### src/rtl/grd_pkg.sv
// grd_pkg: shared types and constants of the glyph row delta decompressor
// holds the payload structs, the memory request struct and status codes
// no dependencies
`timescale 1ns / 1ps

package grd_pkg;

  localparam int unsigned ROW_BYTES_DEFAULT = 32;

  localparam logic [6:0] COL_MAX = 7'd127;

  localparam logic [1:0] ST_OK      = 2'd0;
  localparam logic [1:0] ST_OVF     = 2'd1;
  localparam logic [1:0] ST_UNTERM  = 2'd2;

  typedef struct packed {
    logic [7:0] code_byte;
    logic       glyph_start;
    logic [5:0] row_bytes;
    logic       glyph_last;
  } grd_in_t;

  typedef struct packed {
    logic [63:0] row_chunk;
    logic [1:0]  chunk_index;
    logic [4:0]  repeat_times;
    logic        row_done;
    logic        glyph_done;
    logic [1:0]  status;
  } grd_out_t;

  typedef struct packed {
    logic       clr;
    logic       we;
    logic [6:0] wcol;
    logic [7:0] wdata;
    logic       re;
    logic [6:0] rcol;
  } grd_mem_req_t;

endpackage

### src/rtl/grd_row_mem.sv
// grd_row_mem: row store as a word memory of eight byte lanes
// one byte write and one registered word read per cycle, per-byte valid bits
// depends on grd_pkg
`timescale 1ns / 1ps

module grd_row_mem #(
  parameter int unsigned ROW_BYTES = grd_pkg::ROW_BYTES_DEFAULT
) (
  input  logic                  clk_i,
  input  logic                  rst_ni,
  input  grd_pkg::grd_mem_req_t req_i,
  output logic [7:0][7:0]       rbytes_o
);
  import grd_pkg::*;

  localparam int unsigned NW = (ROW_BYTES + 7) / 8;
  localparam int unsigned AW = (NW > 1) ? $clog2(NW) : 1;

  logic [63:0]   mem_q [NW];
  logic [7:0]    valid_q [NW];
  logic [63:0]   rdata_q;
  logic [AW-1:0] raddr_q;
  logic [AW-1:0] waddr;
  logic [AW-1:0] raddr;
  logic [2:0]    wlane;

  assign waddr = AW'(req_i.wcol >> 3);
  assign raddr = AW'(req_i.rcol >> 3);
  assign wlane = req_i.wcol[2:0];

  always_ff @(posedge clk_i) begin
    if (req_i.we) begin
      mem_q[waddr][8*wlane +: 8] <= req_i.wdata;
    end
    if (req_i.re) begin
      rdata_q <= mem_q[raddr];
      raddr_q <= raddr;
    end
  end

  always_ff @(posedge clk_i or negedge rst_ni) begin
    if (!rst_ni) begin
      for (int i = 0; i < NW; i++) valid_q[i] <= '0;
    end else if (req_i.clr) begin
      for (int i = 0; i < NW; i++) valid_q[i] <= '0;
    end else if (req_i.we) begin
      valid_q[waddr][wlane] <= 1'b1;
    end
  end

  // unwritten bytes read as zero
  always_comb begin
    for (int b = 0; b < 8; b++) begin
      rbytes_o[b] = valid_q[raddr_q][b] ? rdata_q[8*b +: 8] : 8'h00;
    end
  end

endmodule

### src/rtl/grd_ctrl.sv
// grd_ctrl: command decoder and sequencer of the row decompressor
// read-modify-write of the row store, fills, shifts and chunked row emission
// depends on grd_pkg and drives grd_row_mem
`timescale 1ns / 1ps

module grd_ctrl #(
  parameter int unsigned ROW_BYTES = grd_pkg::ROW_BYTES_DEFAULT
) (
  input  logic                  clk_i,
  input  logic                  rst_ni,
  input  logic                  in_valid_i,
  output logic                  in_ready_o,
  input  grd_pkg::grd_in_t      in_data_i,
  output grd_pkg::grd_mem_req_t mem_req_o,
  input  logic [7:0][7:0]       mem_rbytes_i,
  input  logic                  out_free_i,
  output logic                  out_load_o,
  output grd_pkg::grd_out_t     out_item_o
);
  import grd_pkg::*;

  localparam int unsigned MAXW = (ROW_BYTES < 32) ? ROW_BYTES : 32;

  localparam logic [3:0] OP_SKIP_LIT1     = 4'd0;
  localparam logic [3:0] OP_SKIP_LIT1_END = 4'd1;
  localparam logic [3:0] OP_LITS          = 4'd2;
  localparam logic [3:0] OP_LITS_END      = 4'd3;
  localparam logic [3:0] OP_SHL           = 4'd4;
  localparam logic [3:0] OP_SHL_END       = 4'd5;
  localparam logic [3:0] OP_SHR           = 4'd6;
  localparam logic [3:0] OP_SHR_END       = 4'd7;
  localparam logic [3:0] OP_SKIP          = 4'd8;
  localparam logic [3:0] OP_REPEAT        = 4'd9;
  localparam logic [3:0] OP_FILL_ONES     = 4'd10;
  localparam logic [3:0] OP_FILL_ZEROS    = 4'd11;
  localparam logic [3:0] OP_SKIP_LIT2     = 4'd12;
  localparam logic [3:0] OP_SKIP_LIT2_END = 4'd13;
  localparam logic [3:0] OP_END_ROW       = 4'd14;

  typedef enum logic [2:0] {
    S_IDLE,
    S_FILL,
    S_SHIFT,
    S_EMIT_RD,
    S_EMIT_WR
  } state_e;

  function automatic logic [6:0] col_add(logic [6:0] c, logic [4:0] n);
    logic [7:0] s;
    s = {1'b0, c} + {3'b000, n};
    return (s > {1'b0, COL_MAX}) ? COL_MAX : s[6:0];
  endfunction

  state_e     state_q, state_d;
  logic [6:0] col_q, col_d;
  logic [4:0] lit_q, lit_d;
  logic       endl_q, endl_d;
  logic [4:0] rc_q, rc_d;
  logic [5:0] w_q, w_d;
  logic       ovf_q, ovf_d;
  logic [4:0] fill_left_q, fill_left_d;
  logic       fill_ones_q, fill_ones_d;
  logic       shl_q, shl_d;
  logic       shin_q, shin_d;
  logic       pend_end_q, pend_end_d;
  logic       pend_last_q, pend_last_d;
  logic [1:0] chunk_q, chunk_d;

  logic [6:0]  e_col;
  logic [4:0]  e_lit;
  logic        e_end;
  logic [4:0]  e_rc;
  logic [5:0]  e_w;
  logic        e_ovf;
  logic [5:0]  w_clamp;
  logic [13:0] prod;
  logic [3:0]  op;
  logic [7:0]  op18;
  logic [4:0]  cnt;
  logic [6:0]  mv;
  logic [6:0]  c1;
  logic        nxt_end;
  logic        multi;
  logic [7:0]  sh_n;
  logic [7:0]  sh_m;
  logic        last_chunk;

  assign in_ready_o = (state_q == S_IDLE);
  assign last_chunk = (chunk_q == 2'((w_q - 6'd1) >> 3));

  // op = byte / 18 by reciprocal, exact over all byte values
  assign prod = {6'b000000, in_data_i.code_byte} * 14'd57;
  assign op   = prod[13:10];
  assign op18 = {4'b0000, op} * 8'd18;
  assign cnt  = 5'(in_data_i.code_byte - op18);

  always_comb begin
    if (in_data_i.row_bytes == 6'd0) begin
      w_clamp = 6'd1;
    end else if (in_data_i.row_bytes > 6'(MAXW)) begin
      w_clamp = 6'(MAXW);
    end else begin
      w_clamp = in_data_i.row_bytes;
    end
  end

  always_comb begin
    for (int b = 0; b < 8; b++) begin
      out_item_o.row_chunk[63-8*b -: 8] =
          ({1'b0, chunk_q, 3'(b)} < w_q) ? mem_rbytes_i[b] : 8'h00;
    end
    out_item_o.chunk_index  = chunk_q;
    out_item_o.repeat_times = rc_q + 5'd1;
    out_item_o.row_done     = last_chunk;
    out_item_o.glyph_done   = pend_last_q;
    out_item_o.status       = pend_end_q ? (ovf_q ? ST_OVF : ST_OK) : ST_UNTERM;
  end

  always_comb begin
    state_d     = state_q;
    col_d       = col_q;
    lit_d       = lit_q;
    endl_d      = endl_q;
    rc_d        = rc_q;
    w_d         = w_q;
    ovf_d       = ovf_q;
    fill_left_d = fill_left_q;
    fill_ones_d = fill_ones_q;
    shl_d       = shl_q;
    shin_d      = shin_q;
    pend_end_d  = pend_end_q;
    pend_last_d = pend_last_q;
    chunk_d     = chunk_q;
    mem_req_o   = '0;
    out_load_o  = 1'b0;
    nxt_end     = 1'b0;
    multi       = 1'b0;
    sh_n        = 8'h00;
    sh_m        = 8'h00;
    c1          = col_add(col_q, 5'd1);

    e_col = in_data_i.glyph_start ? 7'd0 : col_q;
    e_lit = in_data_i.glyph_start ? 5'd0 : lit_q;
    e_end = in_data_i.glyph_start ? 1'b0 : endl_q;
    e_rc  = in_data_i.glyph_start ? 5'd0 : rc_q;
    e_w   = in_data_i.glyph_start ? w_clamp : w_q;
    e_ovf = in_data_i.glyph_start ? 1'b0 : ovf_q;
    mv    = col_add(e_col, cnt);

    case (state_q)
      S_IDLE: begin
        if (in_valid_i) begin
          mem_req_o.clr = in_data_i.glyph_start;
          w_d    = e_w;
          rc_d   = e_rc;
          col_d  = e_col;
          lit_d  = e_lit;
          endl_d = e_end;
          ovf_d  = e_ovf;
          if (e_lit != 5'd0) begin
            // pending literal byte
            mem_req_o.we    = (e_col < {1'b0, e_w});
            mem_req_o.wcol  = e_col;
            mem_req_o.wdata = in_data_i.code_byte;
            col_d = col_add(e_col, 5'd1);
            ovf_d = e_ovf | (col_add(e_col, 5'd1) > {1'b0, e_w});
            lit_d = e_lit - 5'd1;
            if (e_lit == 5'd1 && e_end) begin
              endl_d  = 1'b0;
              nxt_end = 1'b1;
            end
          end else begin
            case (op)
              OP_SKIP_LIT1, OP_SKIP_LIT1_END: begin
                col_d  = mv;
                ovf_d  = e_ovf | (mv > {1'b0, e_w});
                lit_d  = 5'd1;
                endl_d = (op == OP_SKIP_LIT1_END);
              end
              OP_SKIP_LIT2, OP_SKIP_LIT2_END: begin
                col_d  = mv;
                ovf_d  = e_ovf | (mv > {1'b0, e_w});
                lit_d  = 5'd2;
                endl_d = (op == OP_SKIP_LIT2_END);
              end
              OP_LITS, OP_LITS_END: begin
                lit_d  = cnt + 5'd1;
                endl_d = (op == OP_LITS_END);
              end
              OP_SHL, OP_SHL_END, OP_SHR, OP_SHR_END: begin
                col_d          = mv;
                ovf_d          = e_ovf | (mv > {1'b0, e_w});
                mem_req_o.re   = 1'b1;
                mem_req_o.rcol = mv;
                shin_d         = (mv < {1'b0, e_w});
                shl_d          = (op == OP_SHL) || (op == OP_SHL_END);
                pend_end_d     = (op == OP_SHL_END) || (op == OP_SHR_END);
                pend_last_d    = in_data_i.glyph_last;
                multi          = 1'b1;
                state_d        = S_SHIFT;
              end
              OP_SKIP: begin
                col_d = col_add(e_col, cnt + 5'd1);
                ovf_d = e_ovf | (col_add(e_col, cnt + 5'd1) > {1'b0, e_w});
              end
              OP_REPEAT: begin
                rc_d    = cnt;
                nxt_end = 1'b1;
              end
              OP_FILL_ONES, OP_FILL_ZEROS: begin
                fill_left_d = cnt + 5'd1;
                fill_ones_d = (op == OP_FILL_ONES);
                pend_end_d  = 1'b0;
                pend_last_d = in_data_i.glyph_last;
                multi       = 1'b1;
                state_d     = S_FILL;
              end
              OP_END_ROW: begin
                nxt_end = 1'b1;
              end
              default: begin
              end
            endcase
          end
          if (!multi && (nxt_end || in_data_i.glyph_last)) begin
            pend_end_d  = nxt_end;
            pend_last_d = in_data_i.glyph_last;
            chunk_d     = 2'd0;
            state_d     = S_EMIT_RD;
          end
        end
      end

      S_FILL: begin
        mem_req_o.we    = (col_q < {1'b0, w_q});
        mem_req_o.wcol  = col_q;
        mem_req_o.wdata = fill_ones_q ? 8'hFF : 8'h00;
        col_d       = c1;
        ovf_d       = ovf_q | (c1 > {1'b0, w_q});
        fill_left_d = fill_left_q - 5'd1;
        if (fill_left_q == 5'd1) begin
          chunk_d = 2'd0;
          state_d = pend_last_q ? S_EMIT_RD : S_IDLE;
        end
      end

      S_SHIFT: begin
        sh_n = shin_q ? mem_rbytes_i[col_q[2:0]] : 8'h00;
        if (shl_q) begin
          if (sh_n == 8'h00) begin
            sh_m = 8'h01;
          end else if (sh_n == 8'hFF) begin
            sh_m = 8'hFE;
          end else begin
            sh_m = {sh_n[6:0], sh_n[0]};
          end
        end else begin
          if (sh_n == 8'h00) begin
            sh_m = 8'h80;
          end else if (sh_n == 8'hFF) begin
            sh_m = 8'h7F;
          end else begin
            sh_m = {sh_n[7], sh_n[7:1]};
          end
        end
        mem_req_o.we    = shin_q;
        mem_req_o.wcol  = col_q;
        mem_req_o.wdata = sh_m;
        col_d   = c1;
        ovf_d   = ovf_q | (c1 > {1'b0, w_q});
        chunk_d = 2'd0;
        state_d = (pend_end_q || pend_last_q) ? S_EMIT_RD : S_IDLE;
      end

      S_EMIT_RD: begin
        mem_req_o.re   = 1'b1;
        mem_req_o.rcol = {2'b00, chunk_q, 3'b000};
        state_d        = S_EMIT_WR;
      end

      S_EMIT_WR: begin
        if (out_free_i) begin
          out_load_o = 1'b1;
          if (last_chunk) begin
            col_d = 7'd0;
            rc_d  = 5'd0;
            ovf_d = 1'b0;
            if (!pend_end_q) begin
              lit_d  = 5'd0;
              endl_d = 1'b0;
            end
            state_d = S_IDLE;
          end else begin
            chunk_d = chunk_q + 2'd1;
            state_d = S_EMIT_RD;
          end
        end
      end

      default: begin
        state_d = S_IDLE;
      end
    endcase
  end

  always_ff @(posedge clk_i or negedge rst_ni) begin
    if (!rst_ni) begin
      state_q     <= S_IDLE;
      col_q       <= '0;
      lit_q       <= '0;
      endl_q      <= 1'b0;
      rc_q        <= '0;
      w_q         <= 6'd1;
      ovf_q       <= 1'b0;
      fill_left_q <= '0;
      fill_ones_q <= 1'b0;
      shl_q       <= 1'b0;
      shin_q      <= 1'b0;
      pend_end_q  <= 1'b0;
      pend_last_q <= 1'b0;
      chunk_q     <= '0;
    end else begin
      state_q     <= state_d;
      col_q       <= col_d;
      lit_q       <= lit_d;
      endl_q      <= endl_d;
      rc_q        <= rc_d;
      w_q         <= w_d;
      ovf_q       <= ovf_d;
      fill_left_q <= fill_left_d;
      fill_ones_q <= fill_ones_d;
      shl_q       <= shl_d;
      shin_q      <= shin_d;
      pend_end_q  <= pend_end_d;
      pend_last_q <= pend_last_d;
      chunk_q     <= chunk_d;
    end
  end

  a_load_free: assert property (@(posedge clk_i) disable iff (!rst_ni)
      out_load_o |-> out_free_i)
    else $error("chunk loaded into a full output register");

  a_write_in_row: assert property (@(posedge clk_i) disable iff (!rst_ni)
      mem_req_o.we |-> (mem_req_o.wcol < {1'b0, w_q}))
    else $error("row store write past the row width");

  a_no_rw_overlap: assert property (@(posedge clk_i) disable iff (!rst_ni)
      !(mem_req_o.we && mem_req_o.re))
    else $error("row store read and write in the same cycle");

  a_width_range: assert property (@(posedge clk_i) disable iff (!rst_ni)
      (w_q != 6'd0) && (w_q <= 6'(MAXW)))
    else $error("row width out of range");

  a_row_end_idle: assert property (@(posedge clk_i) disable iff (!rst_ni)
      (out_load_o && out_item_o.row_done) |=> in_ready_o)
    else $error("not ready for items after the last chunk of a row");

endmodule

### src/rtl/glyph_row_delta_decompressor.sv
// glyph_row_delta_decompressor: top level, row store, sequencer and output register
//
//   channel  dir  handshake               payload
//   in       in   in_valid_i/in_ready_o   in_data_i   (grd_in_t)
//   out      out  out_valid_o/out_ready_i out_data_o  (grd_out_t)
//
// literal, skip, repeat and end-row bytes are taken in S_IDLE; a shift reads the row store
// there and writes the byte back in S_SHIFT; a fill takes its command, then one byte a cycle
// a row end emits each 64-bit chunk (one to four) by a memory read, then an output load
// no clearing pass: per-byte valid bits are cleared at reset and at glyph start
// the output register holds one chunk; a stall on out_ready_i holds the emission
// depends on grd_pkg, grd_row_mem and grd_ctrl
`timescale 1ns / 1ps

module glyph_row_delta_decompressor #(
  parameter int unsigned ROW_BYTES = grd_pkg::ROW_BYTES_DEFAULT
) (
  input  logic              clk_i,
  input  logic              rst_ni,
  input  logic              in_valid_i,
  output logic              in_ready_o,
  input  grd_pkg::grd_in_t  in_data_i,
  output logic              out_valid_o,
  input  logic              out_ready_i,
  output grd_pkg::grd_out_t out_data_o
);
  import grd_pkg::*;

  grd_mem_req_t    mem_req;
  logic [7:0][7:0] mem_rbytes;
  logic            out_free;
  logic            out_load;
  grd_out_t        out_item;
  logic            out_valid_q;
  grd_out_t        out_q;

  assign out_free    = !out_valid_q || out_ready_i;
  assign out_valid_o = out_valid_q;
  assign out_data_o  = out_q;

  grd_row_mem #(
    .ROW_BYTES(ROW_BYTES)
  ) u_row_mem (
    .clk_i   (clk_i),
    .rst_ni  (rst_ni),
    .req_i   (mem_req),
    .rbytes_o(mem_rbytes)
  );

  grd_ctrl #(
    .ROW_BYTES(ROW_BYTES)
  ) u_ctrl (
    .clk_i       (clk_i),
    .rst_ni      (rst_ni),
    .in_valid_i  (in_valid_i),
    .in_ready_o  (in_ready_o),
    .in_data_i   (in_data_i),
    .mem_req_o   (mem_req),
    .mem_rbytes_i(mem_rbytes),
    .out_free_i  (out_free),
    .out_load_o  (out_load),
    .out_item_o  (out_item)
  );

  always_ff @(posedge clk_i or negedge rst_ni) begin
    if (!rst_ni) begin
      out_valid_q <= 1'b0;
    end else if (out_load) begin
      out_valid_q <= 1'b1;
    end else if (out_ready_i) begin
      out_valid_q <= 1'b0;
    end
  end

  always_ff @(posedge clk_i) begin
    if (out_load) begin
      out_q <= out_item;
    end
  end

endmodule

### config.mk
export PLATFORM = sky130hd
export DESIGN_NAME = glyph_row_delta_decompressor
export DESIGN_NICKNAME = d
export VERILOG_FILES = /design/src/rtl/grd_pkg.sv /design/src/rtl/grd_row_mem.sv /design/src/rtl/grd_ctrl.sv /design/src/rtl/glyph_row_delta_decompressor.sv
export SDC_FILE = /design/constraint.sdc
export NUM_CORES = 1
export LEC_CHECK = 0
export BUFFER_PORTS_ARGS = -buffer_cell sky130_fd_sc_hd__buf_4
export CAP_MARGIN = 5
export CELL_PAD_IN_SITES_DETAIL_PLACEMENT = 1
export CELL_PAD_IN_SITES_GLOBAL_PLACEMENT = 1
export CORE_AREA = 2 2 259 261
export DETAILED_ROUTE_END_ITERATION = 12
export DIE_AREA = 0 0 261 263
export PLACE_DENSITY_LB_ADDON = 0.1
export SLEW_MARGIN = 40
export SYNTH_ARGS = -nofsm -noshare
export SYNTH_HDL_FRONTEND = slang
export SYNTH_SLANG_ARGS = --single-unit
### constraint.sdc
create_clock -name clk_i -period 7.8 [get_ports clk_i]
set_clock_uncertainty 0.2 [all_clocks]
set_input_delay 0 -clock clk_i [delete_from_list [all_inputs] [get_ports clk_i]]
set_output_delay 0 -clock clk_i [all_outputs]
set_load 0.02 [all_outputs]
==> key figures <==
Cells and area
  – P&R area growth vs syn: 18.24%
  – Fraction of layout cells with a size suffix above 1: between 15 and 20%
  – Fill cells: 7017
  – Util after Layout: between 40% and 50%
  – Final Net Count: 2228
  – Antenna Cells: 0

STA
  – Setup ws final: around 0.5 ns
  – Fin crit share: a little over 90%
  – Final-report max-slew violation count: 0
  – Tightest Pin Transition: ~0.85 ns
  – Final setup TNS: 0 ns
  – Final count of negative-setup-slack endpoints: 0
  – WHS: between 0.03 and 0.04 ns
  – Max Freq: approximately 140 MHz
  – Final hold vios: 0
  – Minimum clock period: 7.297 ns
  – Max-slew headroom: approximately 43%
  – RSZ-0062 raised after global routing: no

Setup path
  – CP most frequent cell: ha_1
  – Max stage delay on crit path: 0.56 ns
  – Worst path required time: 8.08 ns
  – Crit path launch type: input port
  – Worst Setup End Kind: flip-flop
  – Crit path DAT: ~7.6 ns
  – Critical path's slowest cell: fa_1
  – CP Max Fanout: 10
  – Critical Setup Path Class: in2reg

Place
  – Pre-CTS setup slack: -0.01369 ns
  – Port buffer count: 96
  – RD Place Congestion: between 0.8 and 0.9
  – Dpl hpwl: approximately 52 mm

Routing
  – DRC viols: 0
  – DR pass1 iterations: 5
  – DRT antenna net count: 0
  – WL/cell: about 25 um
  – Initial DRC count: 1068
  – Vias: 16481
  – DR vias/cell: roughly 5.5
  – Routed WL: 75.59 mm

Run
  – # Max-Cap Violations: 0

Global routing
  – Total track usage: 21.99%
  – Number of antenna violations at the first check in global routing: 2
  – GRT Residual Overflow: 0
  – Largest net degree at the start of global routing: 89
  – First-pass GRT wire length: approximately 110 mm
  – Number of global-route vias before repair: ~17000

Power and ir drop
  – Switching Fraction: around two fifths
  – Leak: slightly above 10 nW
  – Sequential group share of total power: 32.0%
  – Pint: ~6 mW
  – Comb power frac: 43.2%
  – NetSw: 4.301 mW
  – Overall Power: around 10 mW
  – Clock power share: 24.8%
  – PwrDens: between 300 and 400 nW/um^2
  – Peak supply drop: roughly 160 uV

Synthesis
  – Synth Instances: 1982
  – Warnings from Yosys: 0
  – Mapped Area: ~23000 um^2
  – Syn Nets: 2097
  – Main area contributors after synthesis: edfxtp_1 (52%), dfrtp_1 (7.9%), ha_1 (4.6%), nand2_1 (4.5%), nor2_1 (3.2%)
  – Top post-synthesis cells by count: edfxtp_1 (397), nand2_1 (271), nor2_1 (196)
  – Leading area contributor after synthesis: edfxtp_1
  – Synth Register Bits: between 400 and 500
  – Average cell area after synthesis: 11.49 um^2
  – Number of synthesized flops with an enable pin: ~400
  – Post-synthesis sequential area ratio: between 60 and 70%
  – Post-synth cell types: 80
  – Ys flop type: edfxtp_1
  – Top-area cell type share of the netlist area: a little over half
  – Most common cell in the synthesized netlist: edfxtp_1
  – Synth async-reset ratio: 15.53%

Clock tree
  – Max clock buf depth: 3
  – H-tree levels: 2
  – Reg clk slew, reported paths: 0.06 ns
  – CTS tree: yes
  – Clock latency on the worst-skew pair: 0.63 ns
  – Root buf cell: clkbuf_16
  – CTS buffer count: 54
  – Clock sink total: 470

Die
  – Core ar.: about 66000 um^2
  – DIE HEIGHT: 263 um
  – Total I/O pin count: 97
  – Die X: between 200 and 300 um
  – Die area: ~69000 um^2
  – Initial Util: 34.71%
  – Row Count: 94

Status
  – Outcome: complete, no violations

Hold path
  – Hold crit path type: in2reg
repair_timing:
| action | in CTS | in global routing |
|---|---|---|
| buffers inserted | 0 | 5 |
| hold buffers | 18 | 0 |
| gates resized for setup | 0 | 16 |
| hold endpoints to repair | 105 | 0 |
| endpoints found under the setup margin | 0 | 37 |
registers in the layout, indices dropped and copies added (netlist names), 2 cells and up:
signal / flops
u_row_mem.rdata_q: 64
u_ctrl.fill_left_q: 5
u_ctrl.lit_q: 5
out_data_o: 75
u_row_mem.raddr_q: 2
u_ctrl.chunk_q: 2
u_ctrl.rc_q: 5
u_ctrl.col_q: 7
u_row_mem.mem_q: 256
u_ctrl.w_q: 6
u_ctrl.state_q: 3
u_row_mem.valid_q: 32
kinds of logic (layout without fill, tap and decap cells):
logic type               after synthesis  after routing  share of synthesized area, %
AND/OR/NAND/NOR                      763            763                         15.45
flip-flops                           470            470                         60.37
AO/OA/AOI/OAI                        433            433                         12.37
buffers and inverters                157            333                         2.659
adder cells (fa/ha/maj)               95             95                         5.614
multiplexers                          33             33                         2.258
XOR/XNOR                              31             31                         1.291
power groups by stage:
stage                     clock network [mW]  logic (mW)  registers [mW]
after CTS                               2.62        4.34            3.32
final                                   2.57        4.48            3.32
after global placement                     0        4.21            3.36
after detailed placement                   0        4.30            3.36
after global routing                    2.71        4.89            3.35
after floorplan                            0        2.62            3.30
cells in the final DEF, fill, tap and decap left out, types with 7 or more instances in the layout:
cell	n
inv_1	62
mux2i_1	11
nor3_1	41
nand3_1	54
ha_1	83
nand4_1	13
a21o_1	16
o22ai_1	10
a221oi_1	7
fa_1	12
xnor2_1	20
a31oi_1	76
a211oi_1	72
nand2b_1	19
mux2_2	7
clkbuf_16	54
clkinv_2	9
xor2_1	8
o21ai_0	79
and2_1	15
o211ai_1	9
clkbuf_1	10
or2_2	7
a21oi_1	79
nor4_1	9
dlygate4sd3_1	18
mux4_2	14
nor2_1	162
nor2_2	32
dfrtp_1	71
edfxtp_1	397
nand2_1	270
buf_4	141
bufinv_16	7
o21a_1	10
nor2b_1	89
clkinv_1	14
and3_1	28
per-stage QoR:
step	instances	instance area [um^2]
finish	3022	26930
global route	3022	26930
CTS	3015	26750
detailed placement	2896	24790
global placement	2895	24690
floorplan	1982	22780
critical path, delay by kind of cell:
family / cells / cell delay (ns)
AOI/OAI and AO/OA: 12 / 2.29
xor gates and xnor gates: 1 / 0.13
adders and majority gates: 7 / 2.36
buffers and inverters: 5 / 1.00
and+or+nand+nor: 9 / 1.76
final cells by class:
| type | instances | area (um^2) | area share, % |
|---|---|---|---|
| inverter | 64 | 242.7 | 0.9013 |
| sequential | 470 | 13750 | 51.06 |
| clock buffer | 64 | 1389 | 5.157 |
| tap | 864 | 1081 | 4.014 |
| multi-input combinational | 1355 | 8678 | 32.22 |
| clock inverter | 37 | 392.9 | 1.459 |
| timing repair buffer | 168 | 1396 | 5.185 |
layer usage:
layer	part of all wire [%]	vias up	global-route usage [%]	routed length, um
met2	47	407	35.48	35290
met3	4.4	127	2.773	3359
met5	0	-	0	0
met4	2.9	0	6.419	2190
met1	46	8371	30.97	34740
li1	-	7576	-	-
final timing paths:
kind                                     from                endpoint  slack [ns]  cells past startpoint
hold / removal                  in_data_i[14]   u_row_mem.mem_q[1][6]        0.03                      4
hold reg to reg            u_ctrl.fill_ones_q      u_ctrl.fill_ones_q        0.29                      2
setup reg to reg              u_ctrl.lit_q[0]  u_row_mem.mem_q[3][23]        2.29                     13
max in group asynchronous              rst_ni         u_ctrl.col_q[0]        6.02                      4
setup / recovery                in_data_i[10]            u_ctrl.ovf_q        0.50                     34
min in group asynchronous              rst_ni   u_ctrl.fill_left_q[2]        0.28                      3
No activity file was read; power rests on OpenSTA's default activity.
